===== src/rtl/u8enc_ram.sv =====
module u8enc_ram #(
  parameter int WIDTH = 8,
  parameter int DEPTH = 16
) (
  input  logic                     clk,
  input  logic                     we,
  input  logic [$clog2(DEPTH)-1:0] waddr,
  input  logic [WIDTH-1:0]         wdata,
  input  logic [$clog2(DEPTH)-1:0] raddr,
  output logic [WIDTH-1:0]         rdata
);

  logic [WIDTH-1:0] mem [DEPTH];

  // one write port, one registered read port
  always_ff @(posedge clk) begin
    if (we) begin
      mem[waddr] <= wdata;
    end
    rdata <= mem[raddr];
  end

endmodule


===== config.mk =====
export PLATFORM = sky130hd
export DESIGN_NAME = u8enc_ram
export DESIGN_NICKNAME = d
export VERILOG_FILES = /design/src/rtl/u8enc_ram.sv
export SDC_FILE = /design/constraint.sdc
export NUM_CORES = 1
export LEC_CHECK = 0
export ABC_AREA = 1
export BUFFER_PORTS_ARGS = -buffer_cell sky130_fd_sc_hd__buf_2
export CORE_MARGIN = 2
export CORE_UTILIZATION = 55
export CTS_CLUSTER_DIAMETER = 150
export DETAILED_ROUTE_END_ITERATION = 10
export PLACE_DENSITY = 0.81
export SLEW_MARGIN = 20
export SYNTH_ARGS = -nofsm -noshare
export SYNTH_HDL_FRONTEND = slang
export SYNTH_SLANG_ARGS = --single-unit

===== constraint.sdc =====
create_clock -name clk -period 1.95 [get_ports clk]
set_input_delay 0.585 -clock clk [delete_from_list [all_inputs] [get_ports clk]]
set_output_delay 0.585 -clock clk [all_outputs]
set_load 0.01 [all_outputs]

==> results.json <==
{
  "p_leak_nw": 2.93,
  "clockRootBuffer": "clkbuf_8",
  "grt_pass1_wl_mm": 20.2,
  "num_vias": 4068,
  "timing.rr.end": "rdata[7]",
  "setup_violations": 0,
  "routed_wl_mm": 12.9,
  "end_kind": "primary output",
  "fmax_ghz": 0.617,
  "synth-compound-area-share": 0,
  "relSlewSlack": 0.747,
  "cp_slowest_cell": "dfxtp_1",
  "synth_fa_ha_area_frac": 0,
  "fp.dieW_um": 106,
  "r2r_cells": 6,
  "regArea_um2": 4000,
  "clk_path_buf_depth": 2,
  "hp-class": "in -> reg",
  "hp-start": "raddr[3]",
  "setup_ws_ns": 0.329,
  "first_iter_violations": 417,
  "pre_cts_ws_ns": 0.324,
  "fin_cells": 745,
  "path_delay_family": "flip-flops",
  "met1Wirelength_mm": 4.82,
  "arrival_ns": 1.04,
  "syn2layout_area_growth_pct": 15.9,
  "start_util": 0.564,
  "grt_max_degree": 50,
  "drtPass1Iterations": 6,
  "synth_mux_area_frac": 0,
  "dr_wl_met3_mm": 1.19,
  "core_um2": 10200,
  "post_cts_buffers": 0,
  "yosysWarnings": 0,
  "grt_pass1_vias": 3951,
  "holdPathEnd": "rdata[7]",
  "placed_cells": 713,
  "tns_ns": 0,
  "irDropWorstVdd_mv": 0.692,
  "synth_seq_cells": 136,
  "cp_slowest_stage_delay_ns": 0.37,
  "cp.required_ns": 1.36,
  "synth_cells": 551,
  "die_h_um": 106,
  "startpoint_type": "flip-flop",
  "cts_resized": 0,
  "status": "finished, final reports clean",
  "antenna_found_initial": 0,
  "htree_levels": 4,
  "diodes": 0,
  "synth_top_family_by_area": "simple AND/OR/NAND/NOR gates",
  "cts_tree": "done",
  "mostFrequentLayoutCell": "nand2_1",
  "syn_nets": 569,
  "holdPathStages": 3,
  "grt_overflow": 0,
  "cap_violations": 0,
  "viasPerCell": 5.46,
  "pwr_density_cell_nw_per_um2": 1010,
  "cts_hold_buf": 0,
  "drcViolationCount": 0,
  "finalHoldViolCount": 0,
  "syn-cell-area_um2": 5770,
  "grt_usage": 0.242,
  "period_minus_slack_ns": 1.62,
  "yosysSeqAreaShare": 0.694,
  "dr_wl_met2_mm": 6.49,
  "n_fill_cell": 756,
  "worstMarginPinSlew_ns": 0.379,
  "clk_pin_slew_ns": 0.06,
  "crit_type": "reg -> out",
  "dp_hpwl_mm": 7.88,
  "r2r_slack_ns": 0.91,
  "routed.top_layer": "met4",
  "io_pins": 26,
  "final_layout_size_suffix_gt1_frac": 0.131,
  "layout.nets": 614,
  "cts_sinks": 136,
  "num_rows": 37,
  "cp_cell_sequence": "buf_2",
  "port_buffers": 25,
  "timing.hold.ws_ns": 0.417,
  "multiInputGateArea_um2": 1210,
  "post-route-period-util": 0.831,
  "ant_nets": 0,
  "critPathMaxFanout": 1,
  "final_cell_mix": "nand2_1 (173), edfxtp_1 (128), inv_1 (100), nand3_1 (97), buf_2 (25)",
  "die-area_um2": 11300,
  "rsz0062_at_grt": "false",
  "r2r-start": "mem[3][7]",
  "yosysUniqueCellTypes": 12,
  "report.final.slew_viol_count": 0,
  "finalClockSkew_ns": 0.0105,
  "path_buf_inv": 1,
  "synth-simple-area-share": 0.210,
  "synth_xor_area_frac": 0,
  "place.gp.congestion": 0.830,
  "numCtsBuffers": 17,
  "avgRoutedWirePerCell_um": 17.3,
  "clkLatencyLatePin_ns": 0.53,
  "avgSynthCellArea_um2": 10.5
}
## worst register-to-register path, cell delays in order, from the launching register on
cell and delay (ns):
edfxtp_1 0.36, inv_1 0.06, nand2_1 0.06, nand3_1 0.11
nand3_1 0.10, nand3_1 0.17, nand2_1 0.07
## cell type report
cell class,instances,share of cell area
Timing Repair Buffer,50,0.0506
Clock inverter,14,0.0234
Tap cell,136,0.0255
Inverter,102,0.0573
Clock buffer,18,0.0625
Sequential cell,136,0.599
Multi-Input combinational cell,289,0.182
## sequential cells by signal, summed over array words and instances (netlist names)
| register | count |
|---|---|
| rdata | 8 |
| mem | 128 |
## per-layer routing
layer / vias to the layer above / track usage
li1: 1865 / -
met1: 1926 / 0.298
met2: 241 / 0.399
met3: 36 / 0.0589
met4: 0 / 0.125
met5: - / 0
## where the power goes
part | leakage, nW | internal (W) | total (W) | switching, W
registers | 1.22 | 0.00327 | 0.00329 | 0.0000216
clock network | 0.273 | 0.00193 | 0.00308 | 0.00115
logic | 1.43 | 0.000125 | 0.000412 | 0.000288
## logic make-up after synthesis
group         count (synthesis)
simple gates                289
flops                       136
buf+inv                     126
## metrics by stage
step | power (W) | utilization | area [um2]
floorplan | 0.00358 | - | 5770
global placement | 0.00374 | 0.597 | 6110
detailed placement | 0.00375 | 0.597 | 6110
CTS | 0.00679 | 0.653 | 6680
global route | 0.00694 | 0.653 | 6680
finish | 0.00678 | 0.653 | 6680
## Yosys cell counts
| cell type | instances | area share |
|---|---|---|
| dfxtp_1 | 8 | 0.028 |
| buf_6 | 6 | 0.012 |
| nand3_1 | 97 | 0.084 |
| buf_1 | 1 | 0.00065 |
| inv_2 | 2 | 0.0013 |
| buf_2 | 13 | 0.011 |
| edfxtp_1 | 128 | 0.67 |
| nor2_1 | 17 | 0.011 |
| buf_4 | 4 | 0.0052 |
| nand3b_1 | 2 | 0.0026 |
| nand2_1 | 173 | 0.11 |
| inv_1 | 100 | 0.065 |
## worst max path at each step
stage,cells after the start,to,slack [ns],start
2_1_floorplan,2,mem[10][0],0.41,waddr[2]
3_3_place_gp,4,mem[11][4],0.37,waddr[2]
3_5_place_dp,8,rdata[7],0.32,raddr[0]
4_1_cts,1,rdata[1],0.31,rdata[1]
5_1_grt,1,rdata[1],0.32,rdata[1]
6_report,1,rdata[1],0.33,rdata[1]
No activity file was read; power rests on OpenSTA's default activity.
